==> config.mk <==
export PLATFORM = sky130hd
export DESIGN_NAME = preemptive_priority_scheduler_top
export DESIGN_NICKNAME = d
export VERILOG_FILES = /design/src/rtl/pps_pkg.sv /design/src/rtl/pps_task_mem.sv /design/src/rtl/preemptive_priority_scheduler_top.sv
export SDC_FILE = /design/constraint.sdc
export NUM_CORES = 2
export LEC_CHECK = 0
export BUFFER_PORTS_ARGS = -buffer_cell sky130_fd_sc_hd__buf_2
export CORE_MARGIN = 5
export CORE_UTILIZATION = 40
export DETAILED_ROUTE_END_ITERATION = 16
export PLACE_DENSITY = 0.64
export SYNTH_ARGS = -nofsm -noshare
export SYNTH_HDL_FRONTEND = slang
export SYNTH_HIERARCHICAL = 1
export SYNTH_SLANG_ARGS = --single-unit
==> constraint.sdc <==
create_clock -name i_clk -period 28.2 [get_ports i_clk]
set_input_delay 7.05 -clock i_clk [delete_from_list [all_inputs] [get_ports i_clk]]
set_output_delay 7.05 -clock i_clk [all_outputs]
set_load 0.02 [all_outputs]
==> src/rtl/pps_pkg.sv <==
// ----------------------------------------------------------------------------
// pps_pkg
// types, codes and helpers shared by the priority scheduler
// ----------------------------------------------------------------------------
package pps_pkg;

    localparam logic OP_LOAD = 1'b0;
    localparam logic OP_TICK = 1'b1;

    localparam logic [31:0] SAT32 = 32'hFFFF_FFFF;

    typedef struct packed {
        logic        op;
        logic [3:0]  slot;
        logic [15:0] arrival;
        logic [15:0] burst_len;
        logic [7:0]  prio;
    } t_in_item;

    typedef struct packed {
        logic [31:0] tick_time;
        logic        ran;
        logic [3:0]  served_slot;
        logic        finished;
        logic [31:0] task_wait;
        logic [31:0] task_turnaround;
        logic        all_finished;
        logic [31:0] sum_wait;
        logic [31:0] sum_turnaround;
    } t_out_item;

    typedef struct packed {
        logic [15:0] arrival;
        logic [15:0] remaining;
        logic [7:0]  prio;
        logic [31:0] wait_time;
        logic [31:0] last_run;
    } t_row;

    typedef enum logic [2:0] {
        ST_IDLE,
        ST_SCAN,
        ST_SCAN_LAST,
        ST_UPD_GAP,
        ST_UPD_WAIT,
        ST_UPD_WRITE
    } t_state;

    function automatic logic [31:0] sat_add(input logic [31:0] a, input logic [31:0] b);
        logic [32:0] s;
        s = {1'b0, a} + {1'b0, b};
        return s[32] ? SAT32 : s[31:0];
    endfunction

endpackage

==> src/rtl/pps_task_mem.sv <==
// ----------------------------------------------------------------------------
// pps_task_mem
// task slot table, one write port and one registered read port
// ----------------------------------------------------------------------------
module pps_task_mem
    import pps_pkg::*;
#(
    parameter int DEPTH = 16,
    parameter int AW    = 4
) (
    input  logic          i_clk,
    input  logic          i_we,
    input  logic [AW-1:0] i_waddr,
    input  t_row          i_wrow,
    input  logic [AW-1:0] i_raddr,
    output t_row          o_rrow
);

    t_row r_mem [DEPTH];

    always_ff @(posedge i_clk) begin
        if (i_we) begin
            r_mem[i_waddr] <= i_wrow;
        end
    end

    always_ff @(posedge i_clk) begin
        o_rrow <= r_mem[i_raddr];
    end

endmodule

==> src/rtl/preemptive_priority_scheduler_top.sv <==
// ----------------------------------------------------------------------------
// preemptive_priority_scheduler_top
// tick-driven preemptive priority scheduler over a table of task slots
// ----------------------------------------------------------------------------
// load item: accepted while idle, ready again the next cycle
// tick item: the result is registered and the input is ready again after the
//   one-slot-per-cycle scan, the last registered read and a three-step update
//   of the chosen slot
// a waiting result holds the update step of the following tick
// synchronous active-low reset clears valid bits, time, totals and control
// ----------------------------------------------------------------------------
module preemptive_priority_scheduler_top
    import pps_pkg::*;
#(
    parameter int TASK_SLOTS = 16
) (
    input  logic      i_clk,
    input  logic      i_rst_n,
    input  logic      i_in_valid,
    output logic      o_in_ready,
    input  t_in_item  i_in_item,
    output logic      o_out_valid,
    input  logic      i_out_ready,
    output t_out_item o_out_item
);

    localparam int IW = $clog2(TASK_SLOTS);

    t_state r_state, n_state;

    logic [TASK_SLOTS-1:0] r_valid;
    logic [TASK_SLOTS-1:0] r_done;
    logic [IW-1:0]         r_idx;
    logic [IW-1:0]         r_row_idx;
    logic                  r_row_vld;
    t_row                  rd_row;

    logic                  r_have;
    logic [IW-1:0]         r_best_idx;
    t_row                  r_best;
    logic [1:0]            r_pend;

    logic [31:0]           r_now;
    logic [31:0]           r_total_wait;
    logic [31:0]           r_total_turn;
    logic [31:0]           r_gap;
    logic [15:0]           r_rem;
    logic [31:0]           r_turn;
    logic [31:0]           r_wait_new;
    logic                  r_fin;

    logic                  r_out_valid;
    t_out_item             r_out_item;

    logic                  in_acc;
    logic                  load_acc;
    logic                  tick_acc;
    logic                  load_ok;
    logic [31:0]           slot_ext;
    logic [IW-1:0]         load_addr;
    logic                  out_free;
    logic                  upd_go;
    logic                  scanning;

    logic                  mem_we;
    logic [IW-1:0]         mem_waddr;
    t_row                  mem_wrow;

    logic                  row_elig;
    logic                  row_pend;
    logic                  fin_now;
    logic [31:0]           n_total_wait;
    logic [31:0]           n_total_turn;
    logic [31:0]           best_idx_ext;

    assign in_acc    = i_in_valid && o_in_ready;
    assign load_acc  = in_acc && (i_in_item.op == OP_LOAD);
    assign tick_acc  = in_acc && (i_in_item.op == OP_TICK);
    assign slot_ext  = {28'd0, i_in_item.slot};
    assign load_ok   = slot_ext < 32'(TASK_SLOTS);
    assign load_addr = slot_ext[IW-1:0];
    assign out_free  = !r_out_valid || i_out_ready;

    // next state
    always_comb begin
        n_state = r_state;
        case (r_state)
            ST_IDLE: begin
                if (tick_acc) n_state = ST_SCAN;
            end
            ST_SCAN: begin
                if (r_idx == IW'(TASK_SLOTS - 1)) n_state = ST_SCAN_LAST;
            end
            ST_SCAN_LAST: n_state = ST_UPD_GAP;
            ST_UPD_GAP:   n_state = ST_UPD_WAIT;
            ST_UPD_WAIT:  n_state = ST_UPD_WRITE;
            ST_UPD_WRITE: begin
                if (out_free) n_state = ST_IDLE;
            end
            default: n_state = ST_IDLE;
        endcase
    end

    // state outputs
    always_comb begin
        o_in_ready = 1'b0;
        scanning   = 1'b0;
        upd_go     = 1'b0;
        case (r_state)
            ST_IDLE:      o_in_ready = 1'b1;
            ST_SCAN:      scanning   = 1'b1;
            ST_UPD_WRITE: upd_go     = out_free;
            default: begin
                o_in_ready = 1'b0;
            end
        endcase
    end

    always_ff @(posedge i_clk) begin
        if (!i_rst_n) begin
            r_state <= ST_IDLE;
        end else begin
            r_state <= n_state;
        end
    end

    assign fin_now      = r_have && r_fin;
    assign n_total_wait = fin_now ? sat_add(r_total_wait, r_wait_new) : r_total_wait;
    assign n_total_turn = fin_now ? sat_add(r_total_turn, r_turn) : r_total_turn;
    assign best_idx_ext = 32'(r_best_idx);

    always_comb begin
        mem_we    = 1'b0;
        mem_waddr = load_addr;
        mem_wrow  = '0;
        if (load_acc && load_ok) begin
            mem_we              = 1'b1;
            mem_wrow.arrival    = i_in_item.arrival;
            mem_wrow.remaining  = (i_in_item.burst_len == 16'd0) ? 16'd1
                                                                 : i_in_item.burst_len;
            mem_wrow.prio       = i_in_item.prio;
            mem_wrow.wait_time  = 32'd0;
            mem_wrow.last_run   = {16'd0, i_in_item.arrival};
        end else if (upd_go && r_have) begin
            mem_we              = 1'b1;
            mem_waddr           = r_best_idx;
            mem_wrow.arrival    = r_best.arrival;
            mem_wrow.remaining  = r_rem;
            mem_wrow.prio       = r_best.prio;
            mem_wrow.wait_time  = r_wait_new;
            mem_wrow.last_run   = sat_add(r_now, 32'd1);
        end
    end

    pps_task_mem #(
        .DEPTH (TASK_SLOTS),
        .AW    (IW)
    ) u_mem (
        .i_clk   (i_clk),
        .i_we    (mem_we),
        .i_waddr (mem_waddr),
        .i_wrow  (mem_wrow),
        .i_raddr (r_idx),
        .o_rrow  (rd_row)
    );

    // scan compare on the registered row
    assign row_pend = r_row_vld && r_valid[r_row_idx] && !r_done[r_row_idx];
    assign row_elig = row_pend && ({16'd0, rd_row.arrival} <= r_now);

    always_ff @(posedge i_clk) begin
        if (!i_rst_n) begin
            r_valid      <= '0;
            r_now        <= 32'd0;
            r_total_wait <= 32'd0;
            r_total_turn <= 32'd0;
            r_out_valid  <= 1'b0;
            r_row_vld    <= 1'b0;
            r_idx        <= '0;
            r_have       <= 1'b0;
            r_pend       <= 2'd0;
        end else begin
            r_row_vld <= scanning;
            r_row_idx <= r_idx;
            if (scanning) begin
                r_idx <= r_idx + IW'(1);
            end
            if (load_acc && load_ok) begin
                r_valid[load_addr] <= 1'b1;
                r_done[load_addr]  <= 1'b0;
            end
            if (tick_acc) begin
                r_idx  <= '0;
                r_have <= 1'b0;
                r_pend <= 2'd0;
            end
            if (row_pend && r_pend != 2'd2) begin
                r_pend <= r_pend + 2'd1;
            end
            if (row_elig && (!r_have || rd_row.prio > r_best.prio)) begin
                r_have     <= 1'b1;
                r_best     <= rd_row;
                r_best_idx <= r_row_idx;
            end
            if (o_out_valid && i_out_ready) begin
                r_out_valid <= 1'b0;
            end
            if (upd_go) begin
                if (fin_now) begin
                    r_done[r_best_idx] <= 1'b1;
                end
                r_total_wait <= n_total_wait;
                r_total_turn <= n_total_turn;
                r_now        <= sat_add(r_now, 32'd1);
                r_out_valid  <= 1'b1;
            end
        end
    end

    // update datapath of the chosen slot
    always_ff @(posedge i_clk) begin
        if (r_state == ST_UPD_GAP) begin
            r_gap  <= (r_now >= r_best.last_run) ? (r_now - r_best.last_run) : 32'd0;
            r_rem  <= (r_best.remaining != 16'd0) ? (r_best.remaining - 16'd1) : 16'd0;
            r_turn <= r_now - {16'd0, r_best.arrival};
        end
        if (r_state == ST_UPD_WAIT) begin
            r_wait_new <= sat_add(r_best.wait_time, r_gap);
            r_turn     <= sat_add(r_turn, 32'd1);
            r_fin      <= (r_rem == 16'd0);
        end
        if (upd_go) begin
            r_out_item.tick_time       <= r_now;
            r_out_item.ran             <= r_have;
            r_out_item.served_slot     <= r_have ? best_idx_ext[3:0] : 4'd0;
            r_out_item.finished        <= fin_now;
            r_out_item.task_wait       <= r_have ? r_wait_new : 32'd0;
            r_out_item.task_turnaround <= fin_now ? r_turn : 32'd0;
            r_out_item.all_finished    <= (r_pend == 2'd0) || ((r_pend == 2'd1) && fin_now);
            r_out_item.sum_wait        <= n_total_wait;
            r_out_item.sum_turnaround  <= n_total_turn;
        end
    end

    assign o_out_valid = r_out_valid;
    assign o_out_item  = r_out_item;

endmodule

==> metrics.txt <==
# TYPE chip_impl_metric gauge
chip_impl_info{name="endpoint_kind",value="flop"} 1
chip_impl_metric{name="p_per_area",unit="nW/um^2"} 64.53
chip_impl_metric{name="peakVddDrop",unit="uV"} 61.88
chip_impl_info{name="route.top_layer_used",value="met5"} 1
chip_impl_metric{name="remaining_drc_errors",unit=""} 0
chip_impl_metric{name="async_reset_ff_share",unit="%"} 0
chip_impl_metric{name="holdPathStages",unit=""} 0
chip_impl_metric{name="routed-via-count",unit=""} 52890
chip_impl_metric{name="timing.hold.ws",unit="ns"} 0.4021
chip_impl_metric{name="avgRoutedWirePerCell",unit="um"} 26.98
chip_impl_metric{name="synth-seq-area-share",unit="%"} 71.03
chip_impl_metric{name="i_o_pins",unit=""} 218
chip_impl_metric{name="cts_sinks",unit=""} 2300
chip_impl_metric{name="final.period_utilization",unit="%"} 42.89
chip_impl_metric{name="firstDrtPassIters",unit=""} 7
chip_impl_info{name="synthDominantAreaCellType",value="sky130_fd_sc_hd__edfxtp_1"} 1
chip_impl_metric{name="finalWeightedCongestion",unit=""} 0.9147
chip_impl_metric{name="timing_hold_violations_final",unit=""} 0
chip_impl_metric{name="maxClockFrequency",unit="MHz"} 82.67
chip_impl_metric{name="post_route_cells_drive_above_1_share",unit="%"} 20.06
chip_impl_metric{name="grt_first_pass_wirelength",unit="um"} 357800
chip_impl_metric{name="vias_in_the_first_global_route",unit=""} 51920
chip_impl_metric{name="cts-buffers-inserted",unit=""} 218
chip_impl_metric{name="antenna_left",unit=""} 0
chip_impl_metric{name="resized_gates_after_cts",unit=""} 0
chip_impl_metric{name="grt_max_degree",unit=""} 131
chip_impl_info{name="crit_path_top_delay_cell",value="sky130_fd_sc_hd__buf_4"} 1
chip_impl_metric{name="final_net_count",unit=""} 6036
chip_impl_info{name="post_synth_top_flop",value="sky130_fd_sc_hd__edfxtp_1"} 1
chip_impl_metric{name="dieArea",unit="sq um"} 244800
chip_impl_metric{name="layout_min_cycle_time",unit="ns"} 12.10
chip_impl_info{name="kind_of_critical_path",value="primary input to flop"} 1
chip_impl_metric{name="dp_worst_setup_slack",unit="ns"} 15.20
chip_impl_metric{name="critical_path_arrival",unit="ns"} 12.56
chip_impl_metric{name="post-cts-setup-buffer-count",unit=""} 0
chip_impl_metric{name="wl_met2",unit="um"} 114400
chip_impl_metric{name="routedLengthMet1",unit="um"} 103900
chip_impl_metric{name="synth_enable_flop_cells",unit=""} 2072
chip_impl_info{name="unrepaired_setup_endpoints_after_global_routing",value="false"} 1
chip_impl_metric{name="final.setup_skew",unit="ns"} 0.06362
chip_impl_info{name="cts_root_buffer",value="sky130_fd_sc_hd__clkbuf_16"} 1
chip_impl_info{name="yosys-top-cells-area",value="sky130_fd_sc_hd__edfxtp_1 66%, sky130_fd_sc_hd__mux4_2 10%, sky130_fd_sc_hd__dfxtp_1 4.9%"} 1
chip_impl_metric{name="fp.coreArea",unit="sq um"} 234500
chip_impl_info{name="min_from",value="u_mem/o_rrow[50]"} 1
chip_impl_metric{name="die_h",unit="um"} 494.8
chip_impl_metric{name="grt_overflow",unit=""} 0
chip_impl_metric{name="synth.lib_cells_used.distinct",unit=""} 88
chip_impl_info{name="mostFrequentLayoutCells",value="2072 x sky130_fd_sc_hd__edfxtp_1, 417 x sky130_fd_sc_hd__mux4_2, 332 x sky130_fd_sc_hd__nand2_1"} 1
chip_impl_metric{name="layoutNonFillerInstCount",unit=""} 9152
chip_impl_metric{name="cts-root-to-sink-buffers",unit=""} 3
chip_impl_metric{name="synth_fp_nets",unit=""} 5770
chip_impl_info{name="startpoint_type",value="primary input"} 1
chip_impl_metric{name="finalInstanceArea",unit="sq um"} 106100
chip_impl_metric{name="crit_path_max_fanout",unit=""} 64
chip_impl_metric{name="die_x",unit="um"} 494.8
chip_impl_metric{name="holdBufCountCts",unit=""} 0
chip_impl_metric{name="synth_warnings",unit=""} 6
chip_impl_metric{name="dp_hpwl",unit="um"} 148100
chip_impl_metric{name="rows",unit=""} 178
chip_impl_metric{name="max_cap_viols",unit=""} 0
chip_impl_metric{name="cts.reportedPaths.clkPinSlew",unit="ns"} 0.07
chip_impl_metric{name="detailedRoute.firstIterationViolations",unit=""} 6238
chip_impl_metric{name="floorplan.initialDensity",unit="%"} 40.09
chip_impl_info{name="cts_tree",value="done"} 1
chip_impl_metric{name="timing_max_transition_violations_final",unit=""} 0
chip_impl_metric{name="worst_skew_pair.late_latency",unit="ns"} 0.87
chip_impl_metric{name="max-slew-margin-rel",unit="%"} 9.354
chip_impl_metric{name="cellLeakagePower",unit="nW"} 35.01
chip_impl_info{name="worstHoldEndpoint",value="r_best[50]"} 1
chip_impl_metric{name="post_synthesis_to_final_layout_area_growth",unit="%"} 12.85
chip_impl_metric{name="rrSetupSlack",unit="ns"} 21.88
chip_impl_metric{name="placedCellCount",unit=""} 8736
chip_impl_info{name="most_frequent_standard_cell_in_the_layout_excluding_fill_and_tap_cells",value="sky130_fd_sc_hd__edfxtp_1"} 1
chip_impl_metric{name="wl_met3",unit="um"} 22420
chip_impl_metric{name="critical_path.max_stage_delay",unit="ns"} 0.87
chip_impl_info{name="worstPathCellList",value="buf_2 > nand2b_1 > nand3_1 > inv_8 > buf_4 > nand2_2 > buf_4 > nand2_1 > nand2_1 > nand2b_1 > nor2_4 > buf_4 > buf_4"} 1
chip_impl_metric{name="syn_inst",unit=""} 5541
chip_impl_metric{name="worst_ep_required_time",unit="ns"} 28.66
chip_impl_metric{name="drt-total-wl",unit="um"} 247000
chip_impl_metric{name="syn_area",unit="sq um"} 94020
chip_impl_metric{name="antenna_found_initial",unit=""} 20
chip_impl_metric{name="via_per_inst",unit=""} 5.779
chip_impl_info{name="status",value="finished clean"} 1
chip_impl_metric{name="groute.usage.overall",unit="%"} 19.76
chip_impl_metric{name="final-setup-viol-count",unit=""} 0
chip_impl_metric{name="tightest_slew",unit="ns"} 1.360
chip_impl_info{name="regToRegEndpoint",value="u_mem/r_mem[10][101]"} 1
chip_impl_metric{name="post-route-worst-setup-slack",unit="ns"} 16.10
chip_impl_info{name="worstReg2RegStart",value="r_state[0]"} 1
chip_impl_metric{name="numPortBuffers",unit=""} 217
chip_impl_metric{name="placedInstanceArea",unit="sq um"} 98850
chip_impl_metric{name="worst-r2r-cell-count",unit=""} 12
chip_impl_metric{name="synth.top_cell.area_share",unit="%"} 66.18
chip_impl_metric{name="finalSetupTns",unit="ns"} 0
chip_impl_metric{name="ys_seq_elements",unit=""} 2300
chip_impl_info{name="critical-path-top-cell-by-count",value="sky130_fd_sc_hd__buf_4"} 1
chip_impl_metric{name="clock_tree.htree_level_count",unit=""} 4
chip_impl_info{name="hold_path.class",value="flop to flop"} 1
chip_impl_metric{name="avgSynthCellArea",unit="sq um"} 16.97
==> report_power, final <==
| part | internal, mW | switching, mW |
|---|---|---|
| clock | 1.65 | 1.28 |
| combinational | 0.0831 | 0.115 |
| sequential | 3.71 | 0.0152 |
==> worst max-delay path, delay by kind of cell <==
kind                   cells  cell delay, ns
and+or+nand+nor            7            2.08
buffers and inverters      6            3.27
==> state kept, by name, summed over array words and instances, names as in the netlist, 4 cells and up <==
name,flops
o_out_item,167
r_row_idx,4
r_wait_new,32
r_gap,32
r_total_turn,32
r_best,104
r_valid,16
r_rem,16
r_turn,32
r_done,16
r_idx,4
u_mem/o_rrow,104
r_total_wait,32
u_mem/r_mem,1664
r_now,32
r_best_idx,4
==> layout make-up <==
type	count	area, sq um
multi-input cells	2830	25590
diodes	5	12.51
flip-flops and latches	2300	66800
clock inverters	103	1064
fillers	19890	128400
well taps	3150	3941
inverters	130	495.5
clock buffers	307	6167
repair buffers	327	2027
==> worst max-delay path by stage <==
stage | depth (start not counted) | endpoint | startpoint
6_report | 13 | u_mem/r_mem[10][101] | i_out_ready
3_5_place_dp | 13 | u_mem/r_mem[14][100] | i_out_ready
3_3_place_gp | 13 | u_mem/r_mem[5][102] | i_out_ready
2_1_floorplan | 10 | u_mem/r_mem[0][0] | i_out_ready
4_1_cts | 13 | u_mem/r_mem[14][99] | i_out_ready
5_1_grt | 13 | u_mem/r_mem[14][101] | i_out_ready
==> cell families (layout without fill, tap and decap cells) <==
family                   after synthesis  in the layout  share of synthesized area [%]
XOR/XNOR                             189            189                          1.761
buffers and inverters                411            867                          1.944
adder cells (fa/ha/maj)              180            180                          2.435
AND/OR/NAND/NOR                     1019           1019                          5.214
other                                  0              5                              0
AO/OA/AOI/OAI                       1015           1015                          7.516
flip-flops                          2300           2300                          71.03
multiplexers                         427            427                          10.10
==> stage by stage <==
step | power, mW | util (%)
final | 6.846 | 45.24
after global routing | 7.059 | 45.24
after CTS | 6.902 | 45.23
after detailed placement | 4.002 | 42.15
after global placement | 3.998 | 42.15
after floorplan | 3.945 | -
==> per-layer routing <==
layer | global-route usage, % | vias to the layer above
li1 | - | 22670
met5 | 0 | -
met2 | 30.79 | 2443
met4 | 5.234 | 8
met3 | 4.417 | 362
met1 | 28.24 | 27410
==> cell usage after synthesis (26+ instances only) <==
| master | count |
|---|---|
| sky130_fd_sc_hd__edfxtp_1 | 2072 |
| sky130_fd_sc_hd__mux4_2 | 417 |
| sky130_fd_sc_hd__nand2_1 | 333 |
| sky130_fd_sc_hd__a22oi_1 | 235 |
| sky130_fd_sc_hd__nor2_1 | 231 |
| sky130_fd_sc_hd__dfxtp_1 | 228 |
| sky130_fd_sc_hd__a21oi_1 | 218 |
| sky130_fd_sc_hd__clkbuf_1 | 177 |
| sky130_fd_sc_hd__ha_1 | 175 |
| sky130_fd_sc_hd__o21ai_0 | 162 |
| sky130_fd_sc_hd__inv_1 | 129 |
| sky130_fd_sc_hd__xnor2_1 | 115 |
| sky130_fd_sc_hd__and3_1 | 92 |
| sky130_fd_sc_hd__xor2_1 | 74 |
| sky130_fd_sc_hd__nand3_1 | 66 |
| sky130_fd_sc_hd__nor3_1 | 59 |
| sky130_fd_sc_hd__buf_2 | 54 |
| sky130_fd_sc_hd__and2_1 | 52 |
| sky130_fd_sc_hd__a21o_1 | 49 |
| sky130_fd_sc_hd__o21a_1 | 44 |
| sky130_fd_sc_hd__o22a_1 | 44 |
| sky130_fd_sc_hd__o221a_2 | 42 |
| sky130_fd_sc_hd__nor2b_1 | 31 |
| sky130_fd_sc_hd__nand4_1 | 30 |
| sky130_fd_sc_hd__nand2b_1 | 28 |
| sky130_fd_sc_hd__buf_6 | 26 |
| sky130_fd_sc_hd__o21bai_1 | 26 |
No activity file was read; power rests on OpenSTA's default activity.
